File: src/rtl/reb_pkg.sv
// shared types, register codes and the quadrature weight table for the
// rotary encoder / button decoder; no dependencies
package reb_pkg;

  localparam int CFG_W       = 12;
  localparam int CFG_IDX_W   = 2;
  localparam int THR_W       = 4;
  localparam int IN_DATA_W   = 8;
  localparam int OUT_DATA_W  = 16;
  localparam int TURN_OUT_W  = 8;

  typedef enum logic [CFG_IDX_W-1:0] {
    REG_DEBOUNCE  = 2'd0,
    REG_MIN_SHORT = 2'd1,
    REG_LONG      = 2'd2,
    REG_THRESHOLD = 2'd3
  } cfg_reg_t;

  localparam logic [CFG_W-1:0] DEBOUNCE_RESET  = 12'd20;
  localparam logic [CFG_W-1:0] MIN_SHORT_RESET = 12'd35;
  localparam logic [CFG_W-1:0] LONG_RESET      = 12'd700;
  localparam logic [THR_W-1:0] THRESHOLD_RESET = 4'd4;

  typedef struct packed {
    logic [CFG_W-1:0] debounce_ticks;
    logic [CFG_W-1:0] min_short_ticks;
    logic [CFG_W-1:0] long_press_ticks;
    logic [THR_W-1:0] step_threshold;
  } cfg_t;

  // one sample as it travels from the input register into the update logic
  typedef struct packed {
    logic step;       // a sample is processed this cycle
    logic first;      // first sample since reset
    logic [1:0] ab;   // {enc_a, enc_b}
    logic raw;
    logic tick;
    logic take_turns;
    logic take_short;
    logic take_long;
  } sample_t;

  // quadrature weight of a transition from prev to cur: +1, -1, or 0
  function automatic logic signed [1:0] quad_weight(input logic [1:0] prev,
                                                    input logic [1:0] cur);
    logic signed [1:0] w;
    unique case ({prev, cur})
      4'h1, 4'h7, 4'h8, 4'hE: w = -2'sd1;
      4'h2, 4'h4, 4'hB, 4'hD: w = 2'sd1;
      default:                w = 2'sd0;
    endcase
    return w;
  endfunction

endpackage

File: src/rtl/reb_encoder.sv
// quadrature decoder: quarter-step count, detent check and saturating turn count
// depends on reb_pkg
module reb_encoder #(
  parameter int TURN_BITS     = 8,
  parameter int QUARTER_LIMIT = 8
) (
  input  logic                               clk,
  input  logic                               rst,
  input  reb_pkg::sample_t                   smp,
  input  logic [reb_pkg::THR_W-1:0]          step_threshold,
  output logic [reb_pkg::TURN_OUT_W-1:0]     turn_count
);
  import reb_pkg::*;

  localparam int QW = $clog2(QUARTER_LIMIT + 2) + 1;
  localparam logic signed [TURN_BITS-1:0] TURN_MAX = {1'b0, {(TURN_BITS-1){1'b1}}};
  localparam logic signed [7:0] QLIM = 8'(QUARTER_LIMIT);

  logic [1:0] last_ab, last_ab_next;
  logic [1:0] detent_ab, detent_ab_next;
  logic signed [QW-1:0] quarter_count, quarter_count_next;
  logic signed [TURN_BITS-1:0] turn_total, turn_total_next, turn_upd;
  logic signed [7:0] sum;
  logic signed [7:0] clamped;
  logic signed [7:0] thr;
  logic signed [31:0] turn_ext;

  always_comb begin
    last_ab_next       = last_ab;
    detent_ab_next     = detent_ab;
    quarter_count_next = quarter_count;
    turn_upd           = turn_total;
    sum     = 8'(quarter_count) + 8'(quad_weight(last_ab, smp.ab));
    clamped = sum;
    if (sum > QLIM) begin
      clamped = QLIM;
    end else if (sum < -QLIM) begin
      clamped = -QLIM;
    end
    // a threshold of zero behaves as one
    thr = (step_threshold == '0) ? 8'sd1 : $signed({4'b0, step_threshold});
    if (smp.first) begin
      last_ab_next   = smp.ab;
      detent_ab_next = smp.ab;
    end else if (smp.ab != last_ab) begin
      last_ab_next       = smp.ab;
      quarter_count_next = QW'(clamped);
      if (smp.ab == detent_ab) begin
        if (clamped >= thr) begin
          if (turn_total < TURN_MAX) turn_upd = turn_total + 1'b1;
        end else if (clamped <= -thr) begin
          if (turn_total > -TURN_MAX) turn_upd = turn_total - 1'b1;
        end
        quarter_count_next = '0;
      end
    end
    turn_total_next = smp.take_turns ? '0 : turn_upd;
    turn_ext   = 32'(turn_upd);
    turn_count = turn_ext[TURN_OUT_W-1:0];
  end

  always_ff @(posedge clk) begin
    if (rst) begin
      last_ab       <= '0;
      detent_ab     <= '0;
      quarter_count <= '0;
      turn_total    <= '0;
    end else if (smp.step) begin
      last_ab       <= last_ab_next;
      detent_ab     <= detent_ab_next;
      quarter_count <= quarter_count_next;
      turn_total    <= turn_total_next;
    end
  end

endmodule

File: src/rtl/reb_button.sv
// button debounce with tick counters, short and long press events
// depends on reb_pkg
module reb_button #(
  parameter int TIME_BITS = 12
) (
  input  logic             clk,
  input  logic             rst,
  input  reb_pkg::sample_t smp,
  input  reb_pkg::cfg_t    cfg,
  output logic             short_press,
  output logic             long_press,
  output logic             button_down
);
  import reb_pkg::*;

  localparam int CMP_W = (TIME_BITS > CFG_W) ? TIME_BITS : CFG_W;

  logic raw_level, raw_level_next;
  logic stable_level, stable_level_next;
  logic [TIME_BITS-1:0] raw_age, raw_age_next;
  logic [TIME_BITS-1:0] press_age, press_age_next;
  logic long_reported, long_reported_next;
  logic short_pending, short_pending_next, short_upd;
  logic long_pending, long_pending_next, long_upd;

  always_comb begin
    raw_level_next     = raw_level;
    stable_level_next  = stable_level;
    raw_age_next       = raw_age;
    press_age_next     = press_age;
    long_reported_next = long_reported;
    short_upd          = short_pending;
    long_upd           = long_pending;
    if (smp.first) begin
      raw_level_next     = smp.raw;
      stable_level_next  = smp.raw;
      raw_age_next       = '0;
      press_age_next     = '0;
      long_reported_next = 1'b0;
    end else begin
      // tick counters saturate
      if (smp.tick) begin
        if (raw_age != '1) raw_age_next = raw_age + 1'b1;
        if (press_age != '1) press_age_next = press_age + 1'b1;
      end
      if (smp.raw != raw_level) begin
        raw_level_next = smp.raw;
        raw_age_next   = '0;
      end
      if (CMP_W'(raw_age_next) >= CMP_W'(cfg.debounce_ticks) &&
          stable_level != raw_level_next) begin
        stable_level_next = raw_level_next;
        if (raw_level_next) begin
          press_age_next     = '0;
          long_reported_next = 1'b0;
        end else if (!long_reported &&
                     CMP_W'(press_age_next) >= CMP_W'(cfg.min_short_ticks)) begin
          short_upd = 1'b1;
        end
      end
      if (stable_level_next && !long_reported_next &&
          CMP_W'(press_age_next) >= CMP_W'(cfg.long_press_ticks)) begin
        long_upd           = 1'b1;
        long_reported_next = 1'b1;
      end
    end
    short_press        = short_upd;
    long_press         = long_upd;
    button_down        = stable_level_next;
    short_pending_next = short_upd && !smp.take_short;
    long_pending_next  = long_upd && !smp.take_long;
  end

  always_ff @(posedge clk) begin
    if (rst) begin
      raw_level     <= 1'b0;
      stable_level  <= 1'b0;
      raw_age       <= '0;
      press_age     <= '0;
      long_reported <= 1'b0;
      short_pending <= 1'b0;
      long_pending  <= 1'b0;
    end else if (smp.step) begin
      raw_level     <= raw_level_next;
      stable_level  <= stable_level_next;
      raw_age       <= raw_age_next;
      press_age     <= press_age_next;
      long_reported <= long_reported_next;
      short_pending <= short_pending_next;
      long_pending  <= long_pending_next;
    end
  end

endmodule

File: src/rtl/rotary_encoder_button_decoder.sv
// rotary encoder and push button decoder, top level with stream ports
// depends on reb_pkg, reb_encoder, reb_button
//
// Each transfer on the input stream is one sample of the encoder lines, the raw
// button level and a millisecond tick; each sample gives exactly one result
// transfer with the turn count, the pending short and long press flags and the
// debounced button level. A sample waits in the input register until the update
// logic can take it, which then writes its result into the output register, from
// which it is offered; one sample is taken every cycle while the output side
// keeps up, and the input register holds the next sample while a result waits.
// The first sample after reset only sets the detent position and button state.
// Configuration writes take effect at once and belong in idle periods.
module rotary_encoder_button_decoder #(
  parameter int TIME_BITS     = 12,
  parameter int TURN_BITS     = 8,
  parameter int QUARTER_LIMIT = 8
) (
  input  logic                              clk,
  input  logic                              rst,
  input  logic                              s_tvalid,
  output logic                              s_tready,
  // enc_a, enc_b, button_raw_pressed, ms_tick, take_turns, take_short,
  // take_long, zero fill
  input  logic [reb_pkg::IN_DATA_W-1:0]     s_tdata,
  output logic                              m_tvalid,
  input  logic                              m_tready,
  // turn_count[7:0], short_press, long_press, button_down, zero fill
  output logic [reb_pkg::OUT_DATA_W-1:0]    m_tdata,
  input  logic                              cfg_we,
  input  logic [reb_pkg::CFG_IDX_W-1:0]     cfg_index,
  input  logic [reb_pkg::CFG_W-1:0]         cfg_data
);
  import reb_pkg::*;

  cfg_t cfg;
  logic in_valid;
  logic [IN_DATA_W-1:0] in_data;
  logic started;
  logic fire;
  sample_t smp;
  logic [TURN_OUT_W-1:0] turn_count;
  logic short_press, long_press, button_down;
  logic [OUT_DATA_W-1:0] out_data;

  always_ff @(posedge clk) begin
    if (rst) begin
      cfg.debounce_ticks   <= DEBOUNCE_RESET;
      cfg.min_short_ticks  <= MIN_SHORT_RESET;
      cfg.long_press_ticks <= LONG_RESET;
      cfg.step_threshold   <= THRESHOLD_RESET;
    end else if (cfg_we) begin
      unique case (cfg_reg_t'(cfg_index))
        REG_DEBOUNCE:  cfg.debounce_ticks   <= cfg_data;
        REG_MIN_SHORT: cfg.min_short_ticks  <= cfg_data;
        REG_LONG:      cfg.long_press_ticks <= cfg_data;
        REG_THRESHOLD: cfg.step_threshold   <= cfg_data[THR_W-1:0];
        default: ;
      endcase
    end
  end

  // process the held sample when the result register is free or draining
  assign fire     = in_valid && (!m_tvalid || m_tready);
  assign s_tready = !in_valid || fire;

  always_ff @(posedge clk) begin
    if (rst) begin
      in_valid <= 1'b0;
      started  <= 1'b0;
      m_tvalid <= 1'b0;
    end else begin
      if (s_tready) in_valid <= s_tvalid;
      if (fire) started <= 1'b1;
      if (fire) begin
        m_tvalid <= 1'b1;
      end else if (m_tready) begin
        m_tvalid <= 1'b0;
      end
    end
  end

  always_ff @(posedge clk) begin
    if (s_tready && s_tvalid) in_data <= s_tdata;
    if (fire) m_tdata <= out_data;
  end

  always_comb begin
    smp.step       = fire;
    smp.first      = !started;
    smp.ab         = {in_data[0], in_data[1]};
    smp.raw        = in_data[2];
    smp.tick       = in_data[3];
    smp.take_turns = in_data[4];
    smp.take_short = in_data[5];
    smp.take_long  = in_data[6];
  end

  reb_encoder #(
    .TURN_BITS     (TURN_BITS),
    .QUARTER_LIMIT (QUARTER_LIMIT)
  ) u_encoder (
    .clk            (clk),
    .rst            (rst),
    .smp            (smp),
    .step_threshold (cfg.step_threshold),
    .turn_count     (turn_count)
  );

  reb_button #(
    .TIME_BITS (TIME_BITS)
  ) u_button (
    .clk         (clk),
    .rst         (rst),
    .smp         (smp),
    .cfg         (cfg),
    .short_press (short_press),
    .long_press  (long_press),
    .button_down (button_down)
  );

  assign out_data = {5'b0, button_down, long_press, short_press, turn_count};

  // turn count saturates symmetrically, never reaching the most negative code
  a_turn_sym: assert property (@(posedge clk) disable iff (rst)
    m_tvalid |-> m_tdata[TURN_OUT_W-1:0] != 8'h80)
    else $error("turn count reached the most negative code");

  // a held sample that could not be processed stays held
  a_hold: assert property (@(posedge clk) disable iff (rst)
    in_valid && !fire |=> in_valid)
    else $error("held sample was dropped");

  // once a sample has been processed the block counts as started
  a_started: assert property (@(posedge clk) disable iff (rst)
    fire |=> started)
    else $error("started flag not set after first sample");

  // a new result is only produced when the output side can take it
  a_no_overwrite: assert property (@(posedge clk) disable iff (rst)
    m_tvalid && !m_tready |=> m_tvalid && $stable(m_tdata))
    else $error("pending result overwritten");

endmodule
File: config.mk
export PLATFORM = sky130hd
export DESIGN_NAME = rotary_encoder_button_decoder
export DESIGN_NICKNAME = d
export VERILOG_FILES = /design/src/rtl/reb_pkg.sv /design/src/rtl/reb_encoder.sv /design/src/rtl/reb_button.sv /design/src/rtl/rotary_encoder_button_decoder.sv
export SDC_FILE = /design/constraint.sdc
export NUM_CORES = 1
export LEC_CHECK = 0
export BUFFER_PORTS_ARGS = -buffer_cell sky130_fd_sc_hd__buf_2
export CAP_MARGIN = 40
export CORE_ASPECT_RATIO = 2
export CORE_MARGIN = 5
export CORE_UTILIZATION = 55
export DETAILED_ROUTE_END_ITERATION = 16
export MAX_ROUTING_LAYER = met4
export PLACE_DENSITY = 0.77
export SYNTH_ARGS = -nofsm -noshare
export SYNTH_HDL_FRONTEND = slang
export SYNTH_SLANG_ARGS = --single-unit
File: constraint.sdc
create_clock -name clk -period 6.3 [get_ports clk]
set_input_delay 1.26 -clock clk [delete_from_list [all_inputs] [get_ports clk]]
set_output_delay 1.26 -clock clk [all_outputs]
set_load 0.05 [all_outputs]
==> summary.md <==
| Metric | Value |
|---|---|
| Outcome | complete, no violations |
| Leak | 0.00308 uW |
| Clk_lat worst skew | 0.35 ns |
| Final std cells w/o fill | 995 |
| Yosys warnings | 0 |
| Initial drt markers | 308 |
| CP Max Fanout | 11 |
| Core area | 0.0121 mm^2 |
| R2R Path End | m_tdata[9]$_DFFE_PP_ |
| Post-DP Area | 0.00700 mm^2 |
| Top cells by area, synth | dfxtp_1 (26%), ha_1 (12%), edfxtp_1 (8.0%) |
| FFs w/ async S/R, synth | 0 |
| # fillers | 1109 |
| Pwr dens | 213 mW/mm^2 |
| Final hold viol count | 0 |
| Most numerous cell in the Yosys netlist | nand2_1 |
| Setup Skew | 0.00963 ns |
| Root buffer cell | clkbuf_16 |
| Routed WL | 16700 um |
| HP Class | reg -> reg |
| Post-synth top cells | nand2_1 (112), dfxtp_1 (89), nor2_1 (78), a21oi_1 (64), ha_1 (63) |
| Antenna diode count | 0 |
| Number of global-route vias before repair | 5946 |
| FP Rows | 57 |
| Largest family of logic cells by synthesized area | simple AND/OR/NAND/NOR gates |
| Multi-input logic area | 0.00402 mm^2 |
| Die area | 0.0148 mm^2 |
| Place WS | 0.439 ns |
| Fin crit period | 5.91 ns |
| Worst Setup Start Kind | register |
| Final period util | 0.938 |
| Max frequency | 0.169 GHz |
| Worst vdd ir | 0.133 mV |
| Grt total ovfl | 0 |
| Nets | 934 |
| Post-synthesis simple-gate area fraction | 0.226 |
| Initial Util | 0.558 |
| Worst reg-to-reg setup slack | 0.39 ns |
| Setup TNS | 0 ns |
| Reg clk slew, reported paths | 0.07 ns |
| Clock sinks | 107 |
| Hold WS | 0.454 ns |
| Initial antenna violation count | 0 |
| Global placement routability congestion | 0.903 |
| Hold Startpoint | cfg[37]$_SDFFE_PP0P_ |
| Reg area | 0.00232 mm^2 |
| Crit. End Element | register |
| Die X | 88.4 um |
| Io pins | 45 |
| Area fraction in compound gates after synthesis | 0.188 |
| Synth Area in Adders | 0.119 |
| Max Slew Vio Count | 0 |
| TritonRoute pass-1 iters | 5 |
| Syn_area_per_cell | 8.22 um^2 |
| Post-route cell area | 0.00731 mm^2 |
| Reg2Reg Depth | 25 |
| Xor/xnor share of the synthesized area | 0.0337 |
| Vias per inst | 5.95 |
| Area grow syn2layout | 8.04% |
| Port Buffers | 38 |
| CTS resizes | 0 |
| Setup slack after layout | 0.391 ns |
| Vias | 5916 |
| Antenna Nets Post-Route | 0 |
| CP Data Arrival Time | 6.02 ns |
| Share of cells above drive strength 1 | 0.103 |
| EDFF count, synth | 18 |
| Post-Place Cells | 979 |
| HPWL Detailed | 12500 um |
| Min-Delay Endpoint | cfg[37]$_SDFFE_PP0P_ |
| Tot GR Track Use | 0.242 |
| Post-synth top area share | 0.263 |
| DRC | 0 |
| Synth cell types | 75 |
| FF-to-FF Start | u_button.raw_age[0]$_SDFFE_PP0P_ |
| Synth Register Bits | 107 |
| CTS Buffer Depth | 2 |
| CTS buffer count | 9 |
| Least-Margin Pin Slew | 0.931 ns |
| Post-Synthesis Cells | 823 |
| Drt wl/cell | 16.8 um |
| CP Class | reg -> reg |
| Global-route wire length before repair | 27400 um |
| CTS tree | done |
| Max_cap viols | 0 |
| Top_reg_cell synth | dfxtp_1 |
| CTS Hold Bufs | 0 |
| Largest net degree at the start of global routing | 77 |
| Die Y | 167 um |
| RSZ-0062 raised after global routing | false |
| Hold path depth | 2 |
| Synth area leader | dfxtp_1 |
| Required time worst endpoint | 6.41 ns |
| Multiplexer area fraction after synthesis | 0.0229 |
| Synthesized area | 0.00677 mm^2 |
| Seq/Total Area, Yosys | 0.343 |
| # H-tree levels | 3 |
| Postcts setup bufs | 0 |
| # setup viols final | 0 |
| Max-slew headroom | 0.374 |
## sequential cells by signal (all words and copies together) (netlist names)
| register | flops |
|---|---|
| u_button.long_pending | 1 |
| u_button.raw_level | 1 |
| u_button.short_pending | 1 |
| in_data | 7 |
| u_encoder.turn_total | 8 |
| u_encoder.detent_ab | 2 |
| in_valid | 1 |
| u_button.stable_level | 1 |
| u_encoder.quarter_count | 5 |
| u_button.press_age | 12 |
| u_button.long_reported | 1 |
| m_tdata | 11 |
| cfg | 40 |
| u_button.raw_age | 12 |
| started | 1 |
| m_tvalid | 1 |
| u_encoder.last_ab | 2 |
## worst max-delay path: stages, from the launching register on
cell	delay [ns]
dfxtp_1	0.37
ha_1	0.27
and2_1	0.17
and4_1	0.22
nand3_1	0.12
o21a_1	0.39
nand4_1	0.18
xor2_1	0.16
nor2_1	0.15
ha_1	0.27
a2111o_1	0.44
a2111oi_0	0.40
o21bai_1	0.13
a21oi_1	0.27
nor3_2	0.11
or2_2	0.31
ha_1	0.26
nand2b_1	0.16
a21oi_1	0.15
nor2b_1	0.06
o21ai_0	0.23
a21oi_1	0.10
o21ai_0	0.19
a221o_1	0.21
a21boi_1	0.11
a31o_2	0.24
## power breakdown
| part | switching [uW] | total, uW | internal (uW) | leakage [uW] |
|---|---|---|---|---|
| registers | 15.1 | 729 | 714 | 0.000897 |
| logic | 155 | 238 | 82.7 | 0.00203 |
| clock network | 260 | 592 | 332 | 0.000146 |
## metrics by stage
stage | util | total power (uW)
after detailed placement | 0.578 | 981
after global routing | 0.603 | 1630
after global placement | 0.577 | 977
final | 0.603 | 1560
after CTS | 0.603 | 1570
after floorplan | - | 922
## area by class of cell
class / count / share of cell area
Sequential cell: 107 / 0.318
Multi-Input combinational cell: 617 / 0.550
Clock buffer: 13 / 0.0356
Clock inverter: 3 / 0.00633
Inverter: 63 / 0.0323
Tap cell: 147 / 0.0252
Timing Repair Buffer: 45 / 0.0332
## how the worst max path moves through the flow
| stage | startpoint | endpoint | slack, ns | depth (start not counted) |
|---|---|---|---|---|
| 5_1_grt | u_button.raw_age[0]$_SDFFE_PP0P_ | m_tdata[9]$_DFFE_PP_ | 0.02 | 25 |
| 3_3_place_gp | u_button.raw_age[0]$_SDFFE_PP0P_ | m_tdata[9]$_DFFE_PP_ | 0.47 | 25 |
| 6_report | u_button.raw_age[0]$_SDFFE_PP0P_ | m_tdata[9]$_DFFE_PP_ | 0.39 | 25 |
| 2_1_floorplan | u_button.raw_age[0]$_SDFFE_PP0P_ | m_tdata[9]$_DFFE_PP_ | 0.63 | 28 |
| 4_1_cts | u_button.raw_age[0]$_SDFFE_PP0P_ | m_tdata[9]$_DFFE_PP_ | 0.38 | 25 |
| 3_5_place_dp | u_button.raw_age[0]$_SDFFE_PP0P_ | m_tdata[9]$_DFFE_PP_ | 0.44 | 25 |
## logic make-up (layout without fill, tap and decap cells)
family	after synthesis	in the layout
adder cells (fa/ha/maj)	64	64
buffers and inverters	104	124
other	1	6
AND/OR/NAND/NOR	318	318
AO/OA/AOI/OAI	189	189
multiplexers	14	14
XOR/XNOR	26	26
flip-flops	107	107
## cell usage in the layout, fill, tap and decap left out, drive strengths merged, types with 4 or more instances in the layout
cell      n
mux2i    11
and2      5
ha       63
buf      45
or3      10
o21a      6
nand2   112
a22oi    16
and4      6
a31oi     9
xnor2    12
nor3b     5
a31o      4
nor2b    10
nand4     9
a211o     4
a211oi    7
inv      62
nor2     79
nand3b    8
edfxtp   18
and3     12
nand2b    8
or4       4
conb      6
a21o     10
clkbuf   13
xor2     14
or2       6
nand3    26
nor3     10
dfxtp    89
o211ai   15
o21ai    24
a21oi    65
## per-layer routing
layer | up-vias | share of wire | global-route usage
li1 | 2913 | - | -
met1 | 2780 | 0.35 | 0.224
met2 | 146 | 0.56 | 0.446
met3 | 77 | 0.028 | 0.0311
met4 | 0 | 0.066 | 0.150
met5 | - | 0 | -
(Power assumes the default switching activity.)
